[src/rtl/assert_macros.svh]
// Assertion macros shared by the RTL; compiled out under SYNTHESIS.
`ifndef ASSERT_MACROS_SVH
`define ASSERT_MACROS_SVH
`ifndef SYNTHESIS
// Property checked at every clock edge, outside reset.
`define ASSERT_ALWAYS(label, prop, msg) \
  label: assert property (@(posedge clk) disable iff (!rst_n) (prop)) else $error(msg);
// Condition in a cycle implies a consequence in the same cycle.
`define ASSERT_IMPLIES(label, cond, conseq, msg) \
  label: assert property (@(posedge clk) disable iff (!rst_n) (cond) |-> (conseq)) \
    else $error(msg);
`else
`define ASSERT_ALWAYS(label, prop, msg)
`define ASSERT_IMPLIES(label, cond, conseq, msg)
`endif
`endif

[src/rtl/dbdt_pkg.sv]
// Types, codes and helpers for the dual button debounce timer.
`default_nettype none
package dbdt_pkg;

  localparam int INTERVAL_W = 10;
  localparam int PTIME_W    = 16;
  localparam int CFG_DATA_W = 10;
  localparam int CFG_IDX_W  = 2;

  // Input word modes
  localparam logic [1:0] MODE_TICK  = 2'd0;
  localparam logic [1:0] MODE_EDGE  = 2'd1;
  localparam logic [1:0] MODE_CLEAR = 2'd2;

  // Register indexes
  localparam logic [CFG_IDX_W-1:0] CFG_INTERVAL     = 2'd0;
  localparam logic [CFG_IDX_W-1:0] CFG_MAIN_LEVEL   = 2'd1;
  localparam logic [CFG_IDX_W-1:0] CFG_MIRROR_EN    = 2'd2;
  localparam logic [CFG_IDX_W-1:0] CFG_MIRROR_LEVEL = 2'd3;

  typedef enum logic [1:0] {
    EV_NONE    = 2'd0,
    EV_PRESS   = 2'd1,
    EV_RELEASE = 2'd2
  } ev_t;

  typedef struct packed {
    logic               active;
    logic [PTIME_W-1:0] ptime;
    ev_t                ev;
  } sample_t;

  function automatic logic [PTIME_W-1:0] sat_add(input logic [PTIME_W-1:0] a,
                                                 input logic [INTERVAL_W-1:0] b);
    logic [PTIME_W:0] s;
    s = {1'b0, a} + {{(PTIME_W + 1 - INTERVAL_W){1'b0}}, b};
    return s[PTIME_W] ? {PTIME_W{1'b1}} : s[PTIME_W-1:0];
  endfunction

  // One debounce sample of one button.
  function automatic sample_t sample_one(input logic active,
                                         input logic at_level,
                                         input logic [PTIME_W-1:0] ptime,
                                         input logic [INTERVAL_W-1:0] interval);
    sample_t r;
    r.active = active;
    r.ptime  = ptime;
    r.ev     = EV_NONE;
    if (active) begin
      if (at_level) begin
        if (ptime == '0) begin
          r.ptime = sat_add(sat_add(ptime, interval), interval);
          r.ev    = EV_PRESS;
        end else begin
          r.ptime = sat_add(ptime, interval);
        end
      end else begin
        r.active = 1'b0;
        r.ptime  = '0;
        r.ev     = EV_RELEASE;
      end
    end
    return r;
  endfunction

endpackage
`default_nettype wire

[src/rtl/dual_button_debounce_timer_unit.sv]
// Top level of the dual button debounce timer with press duration.
//
// Usage:
//   Input channel (in_*): one word per millisecond tick, button edge or
//   clear command, taken when in_valid is high and in_stall is low.
//   Result channel (out_*): exactly one result word per input word, in
//   order, taken when out_valid is high and out_stall is low.
//   Config port (cfg_*): cfg_we writes cfg_data into register cfg_index
//   at the clock edge; write only while no word is in flight.
// Path: an accepted word waits in the input register, is processed out of
//   it and lands in the result register once that register can load.
// Throughput: one word per cycle while out_stall is low; the per-word update
//   of timer, flags and press times is one logic level between the registers.
// Stall: while out_stall holds a pending result, one more word can be
//   taken into the input register; after that in_stall rises until the
//   result is taken. State changes only when a word advances or on a cfg write.
// Reset (rst_n low, synchronous): timer stopped, both buttons idle, press
//   times zero, registers at interval 5, main level 0, mirror off, mirror
//   level 1; both registers empty.
`default_nettype none
`include "assert_macros.svh"
module dual_button_debounce_timer_unit (
  input  wire logic                           clk,
  input  wire logic                           rst_n,
  input  wire logic                           in_valid,
  output logic                                in_stall,
  input  wire logic [1:0]                     in_mode,
  input  wire logic                           in_button_index,
  input  wire logic                           in_main_level,
  input  wire logic                           in_mirror_level,
  output logic                                out_valid,
  input  wire logic                           out_stall,
  output logic [1:0]                          out_main_event,
  output logic [1:0]                          out_mirror_event,
  output logic                                out_is_pressed,
  output logic [dbdt_pkg::PTIME_W-1:0]        out_pressed_time,
  input  wire logic                           cfg_we,
  input  wire logic [dbdt_pkg::CFG_IDX_W-1:0] cfg_index,
  input  wire logic [dbdt_pkg::CFG_DATA_W-1:0] cfg_data
);
  import dbdt_pkg::*;

  // Configuration registers
  logic [INTERVAL_W-1:0] interval_r;
  logic                  main_lvl_cfg_r;
  logic                  mirror_en_r;
  logic                  mirror_lvl_cfg_r;

  // Block state
  logic                  timer_running_r, timer_running_nxt;
  logic [INTERVAL_W-1:0] timer_rem_r, timer_rem_nxt;
  logic [1:0]            active_r, active_nxt;
  logic [PTIME_W-1:0]    ptime_r   [2];
  logic [PTIME_W-1:0]    ptime_nxt [2];

  // Input register
  logic       s1_valid_r;
  logic [1:0] s1_mode_r;
  logic       s1_sel_r;
  logic       s1_main_lvl_r;
  logic       s1_mirr_lvl_r;

  // Result register
  logic               out_valid_r;
  ev_t                ev_main_r, ev_main_nxt;
  ev_t                ev_mirr_r, ev_mirr_nxt;
  logic               pressed_r, pressed_nxt;
  logic [PTIME_W-1:0] otime_r, otime_nxt;

  logic out_load;
  logic adv;
  logic in_take;

  assign out_load = !out_valid_r || !out_stall;
  assign adv      = s1_valid_r && out_load;
  assign in_stall = s1_valid_r && !out_load;
  assign in_take  = in_valid && !in_stall;

  // Per-word update
  always_comb begin
    sample_t               smp_main;
    sample_t               smp_mirr;
    logic [INTERVAL_W-1:0] rem_dec;
    timer_running_nxt = timer_running_r;
    timer_rem_nxt     = timer_rem_r;
    active_nxt        = active_r;
    ptime_nxt[0]      = ptime_r[0];
    ptime_nxt[1]      = ptime_r[1];
    ev_main_nxt       = EV_NONE;
    ev_mirr_nxt       = EV_NONE;
    rem_dec           = timer_rem_r - 1'b1;
    smp_main = sample_one(active_r[0], s1_main_lvl_r == main_lvl_cfg_r, ptime_r[0],
                          interval_r);
    smp_mirr = sample_one(active_r[1], s1_mirr_lvl_r == mirror_lvl_cfg_r, ptime_r[1],
                          interval_r);
    case (s1_mode_r)
      MODE_TICK: begin
        // interval 0 leaves a running timer parked at zero
        if (timer_running_r && (timer_rem_r != '0)) begin
          timer_rem_nxt = rem_dec;
          if (rem_dec == '0) begin
            timer_rem_nxt = interval_r;
            active_nxt[0] = smp_main.active;
            ptime_nxt[0]  = smp_main.ptime;
            ev_main_nxt   = smp_main.ev;
            if (mirror_en_r) begin
              active_nxt[1] = smp_mirr.active;
              ptime_nxt[1]  = smp_mirr.ptime;
              ev_mirr_nxt   = smp_mirr.ev;
            end
            if (!active_nxt[0] && !active_nxt[1]) begin
              timer_running_nxt = 1'b0;
              timer_rem_nxt     = '0;
            end
          end
        end
      end
      MODE_EDGE: begin
        // edge on an active button is ignored
        if (!active_r[s1_sel_r] && (!s1_sel_r || mirror_en_r)) begin
          ptime_nxt[s1_sel_r]  = '0;
          active_nxt[s1_sel_r] = 1'b1;
          if (!timer_running_r) begin
            timer_running_nxt = 1'b1;
            timer_rem_nxt     = interval_r;
          end
        end
      end
      MODE_CLEAR: begin
        ptime_nxt[s1_sel_r] = '0;
      end
      default: begin
      end
    endcase

    // status after the update; main view merges in the mirror when it is enabled
    pressed_nxt = active_nxt[s1_sel_r];
    otime_nxt   = ptime_nxt[s1_sel_r];
    if (!s1_sel_r && mirror_en_r) begin
      pressed_nxt = pressed_nxt || active_nxt[1];
      if (ptime_nxt[1] > otime_nxt) begin
        otime_nxt = ptime_nxt[1];
      end
    end
  end

  // Control and state registers
  always_ff @(posedge clk) begin
    if (!rst_n) begin
      s1_valid_r       <= 1'b0;
      out_valid_r      <= 1'b0;
      timer_running_r  <= 1'b0;
      timer_rem_r      <= '0;
      active_r         <= '0;
      ptime_r[0]       <= '0;
      ptime_r[1]       <= '0;
      interval_r       <= INTERVAL_W'(5);
      main_lvl_cfg_r   <= 1'b0;
      mirror_en_r      <= 1'b0;
      mirror_lvl_cfg_r <= 1'b1;
    end else begin
      if (in_take) begin
        s1_valid_r <= 1'b1;
      end else if (adv) begin
        s1_valid_r <= 1'b0;
      end
      if (out_load) begin
        out_valid_r <= s1_valid_r;
      end
      if (adv) begin
        timer_running_r <= timer_running_nxt;
        timer_rem_r     <= timer_rem_nxt;
        active_r        <= active_nxt;
        ptime_r[0]      <= ptime_nxt[0];
        ptime_r[1]      <= ptime_nxt[1];
      end
      if (cfg_we) begin
        case (cfg_index)
          CFG_INTERVAL:     interval_r       <= cfg_data[INTERVAL_W-1:0];
          CFG_MAIN_LEVEL:   main_lvl_cfg_r   <= cfg_data[0];
          CFG_MIRROR_EN: begin
            mirror_en_r <= cfg_data[0];
            // dropping the mirror also drops its active flag
            if (!cfg_data[0]) begin
              active_r[1] <= 1'b0;
            end
          end
          CFG_MIRROR_LEVEL: mirror_lvl_cfg_r <= cfg_data[0];
          default: begin
          end
        endcase
      end
    end
  end

  // Payload registers
  always_ff @(posedge clk) begin
    if (in_take) begin
      s1_mode_r     <= in_mode;
      s1_sel_r      <= in_button_index;
      s1_main_lvl_r <= in_main_level;
      s1_mirr_lvl_r <= in_mirror_level;
    end
    if (adv) begin
      ev_main_r <= ev_main_nxt;
      ev_mirr_r <= ev_mirr_nxt;
      pressed_r <= pressed_nxt;
      otime_r   <= otime_nxt;
    end
  end

  assign out_valid        = out_valid_r;
  assign out_main_event   = ev_main_r;
  assign out_mirror_event = ev_mirr_r;
  assign out_is_pressed   = pressed_r;
  assign out_pressed_time = otime_r;

  `ASSERT_IMPLIES(a_timer_stop_zero, !timer_running_r, timer_rem_r == '0, "stopped timer not zero")
  `ASSERT_IMPLIES(a_press_active, out_valid_r && (ev_main_r == EV_PRESS), active_r[0], "press on idle main")
  `ASSERT_IMPLIES(a_release_idle, out_valid_r && (ev_main_r == EV_RELEASE), !active_r[0], "release left main active")
  `ASSERT_ALWAYS(a_stall_only_full, !in_stall || s1_valid_r, "input stalled with empty register")

endmodule
`default_nettype wire

[config.mk]
export PLATFORM = sky130hd
export DESIGN_NAME = dual_button_debounce_timer_unit
export DESIGN_NICKNAME = d
export VERILOG_FILES = /design/src/rtl/dbdt_pkg.sv /design/src/rtl/dual_button_debounce_timer_unit.sv
export VERILOG_INCLUDE_DIRS = /design/src /design/src/rtl
export SDC_FILE = /design/constraint.sdc
export NUM_CORES = 1
export LEC_CHECK = 0
export BUFFER_PORTS_ARGS = -buffer_cell sky130_fd_sc_hd__buf_2
export CAP_MARGIN = 20
export CORE_MARGIN = 4
export CORE_UTILIZATION = 30
export DETAILED_ROUTE_END_ITERATION = 12
export GPL_ROUTABILITY_DRIVEN = 0
export PLACE_DENSITY = 0.51
export SYNTH_ARGS = -nofsm -noshare
export SYNTH_HDL_FRONTEND = slang
export SYNTH_SLANG_ARGS = --single-unit
export TNS_END_PERCENT = 50
[constraint.sdc]
create_clock -name clk -period 9.4 [get_ports clk]
set_input_delay 2.82 -clock clk [delete_from_list [all_inputs] [get_ports clk]]
set_output_delay 2.82 -clock clk [all_outputs]
set_load 0.01 [all_outputs]
==> impl_summary.md <==
Drt
The count of antenna-violating nets left after detailed routing is 0. The number of vias per cell after detailed routing is 5.519. Wires add up to 23310 um. The number of iterations in the first detailed-routing pass is 5.

For this run, design rule violations remaining after detail routing come to 0. In this run, the number of DRC markers left after iteration 0 of detailed routing was 568. The average wire length per cell after detail routing is 19.54 um. The detailed router placed 6584 vias in this run.

Clocking
TritonCTS built the clock tree. The sink count of the clock tree is 86. The clock latency on the worst-skew pair is 360 ps. TritonCTS created 9 clock buffers. The clock transition at the registers of the reported paths is 70 ps. Buffers added to address setup during post-CTS repair amount to 0. The maximum count of clock buffers along a single path is 2. After clock tree synthesis, the repair step resized 0 gates. The post-cts hold buffer count is 0. The cell at the root of the clock tree is sky130_fd_sc_hd__clkbuf_16. The deepest level of the CTS H-tree is 3.

Critical path
The longest individual stage delay on the worst path is 920 ps. The worst setup path is captured at a flip-flop. Walking the worst path, the cells encountered are ha_1, nand4_1, nor3b_1, a21oi_1, nor3_1, or2_2, ha_1, a21o_1, a21oi_1, a21oi_1, o41ai_1, xnor2_1, nand4_1, a311oi_1, mux2i_1, ha_1, nand4_1, nor2_1, nand3_1, nor4_1, nor2_1, a21oi_1, o21a_1, mux2_2. The category of the critical setup timing path is reg2reg. The largest driver fanout on the critical path is 16. The cell family contributing the most delay on the critical path is compound AO/OA/AOI/OAI gates. The cell that appears most often on the critical path is sky130_fd_sc_hd__a21oi_1. The critical path data arrival time is 8020 ps.

STA classifies the critical path startpoint as a flip-flop. The worst-path cell with the longest stage delay is sky130_fd_sc_hd__nor3_1. The critical path data required time is 9500 ps. Counting both buffers and inverters, the worst setup path holds a total of 0.

Power
The leakage power summed over all cells is 3.233 nW. The maximum resistive drop on vdd is 76.87 uV. The power per unit of standard cell area is 133.8 nW/um^2. Internal power comes to 740.7 uW. The combinational cell fraction of total power is 24.8%. In this run switching power makes up 31.72% of total power.

The clock share of power is 34.0%. The sequential share of power is 41.2%. In this run the power spent charging and discharging nets is 344.2 uW.

Synthesis
The share of the Yosys chip area taken by registers is 31.91%. Yosys printed 0 warnings. The net count of the mapped netlist is 919. The proportion of register bits with asynchronous set or reset after synthesis is 0%. The synthesized area per cell is 8.630 um^2. In the synthesized netlist the dominant register cell turns out to be sky130_fd_sc_hd__edfxtp_1.

The number of instances in the synthesized netlist is 836. The flop and latch count out of synthesis is 86. After synthesis the cells add up to 7214 um^2.

Counting flops with a built-in enable in the synthesized netlist gives 58. The number of different library cells used by synthesis comes to 71.

Final layout
The area occupied by multi-input gates is 4656 um^2. The sequential standard cell area is 2302 um^2. The number of inserted filler cells in the final layout is 2520. Excluding fillers, the count of instances in the completed layout stands at 1193.

The post-route core utilization is 34.45%. The fraction of layout cells with a size suffix above 1 is 11.33%. The final layout contains 952 nets. The area growth from synthesis to layout is 12.43%. The count of inserted antenna diode cells is 0.

Global routing
The total global routing overflow is 0. The first global-routing pass estimated 36000 um of wire. For this run, the total global-route usage over all layers was measured as 17.48%. The number of global-route vias before repair is 6280. Entering global routing, the biggest net connects 33 pins. The initial antenna violation count is 0.

Die
For this configuration, the core starts out at a cell density of 30.64%. The die is 163.1 um wide. The core area is 23540 um^2.

The total I/O pin count is 45. The vertical die dimension is 163.1 um. The standard-cell row count is 56.

The die area is 26590 um^2.

STA
The slew of the pin with the lowest slew margin is 1119 ps. Setup repair after global routing left no endpoint under its margin. The final hold violation count is 0. The worst relative slew slack is 24.80%. The worst setup skew after layout is 18.89 ps. The final worst-path cycle share is 84.22%. The count of final max-slew check failures is 0. Summed over all failing endpoints, the final setup total negative slack is 0 ps. The setup violation total in the final timing report is 0. The post-layout minimum cycle time is 7917 ps. Based on the critical path, the design can be clocked at up to 0.1263 GHz.

Min path
In this run the worst hold path is classified as reg2reg.

Placed design
The cell total after placement is 1176. The wire-length estimate of the detail-placed layout is 18050 um. During placement, the flow inserted port buffers numbering 44.

Status
The run finished with clean final reports.

Flow run
The number of max-capacitance violations reported is 0.
==> through the flow <==
step | instance area (um^2) | hold slack [ps] | worst slack [ps] | power, mW
after global placement | 7791 | 501.2 | 1802 | 0.7208
after CTS | 8084 | 518.3 | 1695 | 1.089
after floorplan | 7214 | 465.2 | 3072 | 0.6407
final | 8112 | 516.5 | 1483 | 1.085
after global routing | 8112 | 553.7 | 942.1 | 1.141
after detailed placement | 7791 | 510.2 | 1714 | 0.7202
==> worst reg2reg max path: cells and delay by family (launching register included) <==
kind	cells	cell delay [ps]
XOR/XNOR	1	190
AND/OR/NAND/NOR	10	2570
AO/OA/AOI/OAI	8	2820
flip-flops	1	470
adder cells (fa/ha/maj)	3	1040
multiplexers	2	570
==> routing by layer <==
metal / vias up / global-route usage, % / routed length, um
li1: 3220 / - / -
met1: 3102 / 23.98 / 10800
met2: 225 / 28.40 / 10670
met3: 37 / 2.599 / 1190
met4: 0 / 5.604 / 652
met5: - / 0 / 0
==> power by group through the flow <==
stage	clock (mW)	sequential, mW	combinational (mW)
2_1_floorplan	0	0.448	0.193
3_3_place_gp	0	0.455	0.265
3_5_place_dp	0	0.455	0.265
4_1_cts	0.375	0.447	0.267
5_1_grt	0.391	0.450	0.300
6_report	0.368	0.447	0.269
==> area by class of cell <==
cell class	count	share of cell area, %
clock buffers	11	2.869
clock inverters	5	0.7404
inverters	35	1.620
multi-input cells	681	57.40
flip-flops and latches	86	28.38
well taps	319	4.921
repair buffers	56	4.072
==> logic make-up after synthesis <==
| logic type | after synthesis | synth area share, % |
|---|---|---|
| buffers and inverters | 69 | 3.711 |
| xor gates and xnor gates | 32 | 3.885 |
| and+or+nand+nor | 299 | 20.15 |
| DFF | 86 | 31.91 |
| AOI/OAI and AO/OA | 242 | 22.53 |
| adders and majority gates | 61 | 11.00 |
| muxes | 47 | 6.816 |
==> layout by cell type, fill, tap and decap left out, drive strengths merged, types with 28 or more instances in the layout <==
master  count
a21oi      58
buf        56
dfxtp      28
edfxtp     58
ha         57
inv        36
mux2i      30
nand2      73
nand3      33
nor2       84
o21ai      55
==> worst paths after layout <==
path / startpoint / end / slack (ps) / cells after the start
max: ptime_r[0][9] / out_pressed_time[10] / 1480 / 24
min: s1_valid_r / out_valid / 520 / 2
max reg2reg: ptime_r[0][9] / out_pressed_time[10] / 1480 / 24
min reg2reg: s1_valid_r / out_valid / 520 / 2
==> sequential cells by signal, indices dropped and copies added (netlist names), 2 cells and up <==
name and count:
ptime_r 32, interval_r 10, active_r 2, out_pressed_time 16, out_mirror_event 2, out_main_event 2
timer_rem_r 10, s1_mode_r 2
==> Yosys cell counts, drive strengths merged, types with 8 or more instances <==
| master | number | area share (%) |
|---|---|---|
| a211oi | 11 | 1.2 |
| a21o | 15 | 1.6 |
| a21oi | 58 | 4.0 |
| a22oi | 14 | 1.5 |
| a31oi | 8 | 0.69 |
| and3 | 13 | 1.1 |
| clkbuf | 30 | 1.6 |
| dfxtp | 28 | 7.8 |
| edfxtp | 58 | 24 |
| ha | 57 | 9.9 |
| inv | 35 | 1.8 |
| mux2 | 17 | 2.7 |
| mux2i | 30 | 4.2 |
| nand2 | 73 | 3.8 |
| nand3 | 33 | 2.3 |
| nand4 | 10 | 0.87 |
| nor2 | 84 | 4.4 |
| nor2b | 18 | 1.6 |
| nor3 | 17 | 1.2 |
| nor4 | 14 | 1.2 |
| o211ai | 10 | 1.0 |
| o21ai | 55 | 3.8 |
| xnor2 | 21 | 2.5 |
| xor2 | 11 | 1.3 |
No activity file was read; power rests on OpenSTA's default activity.
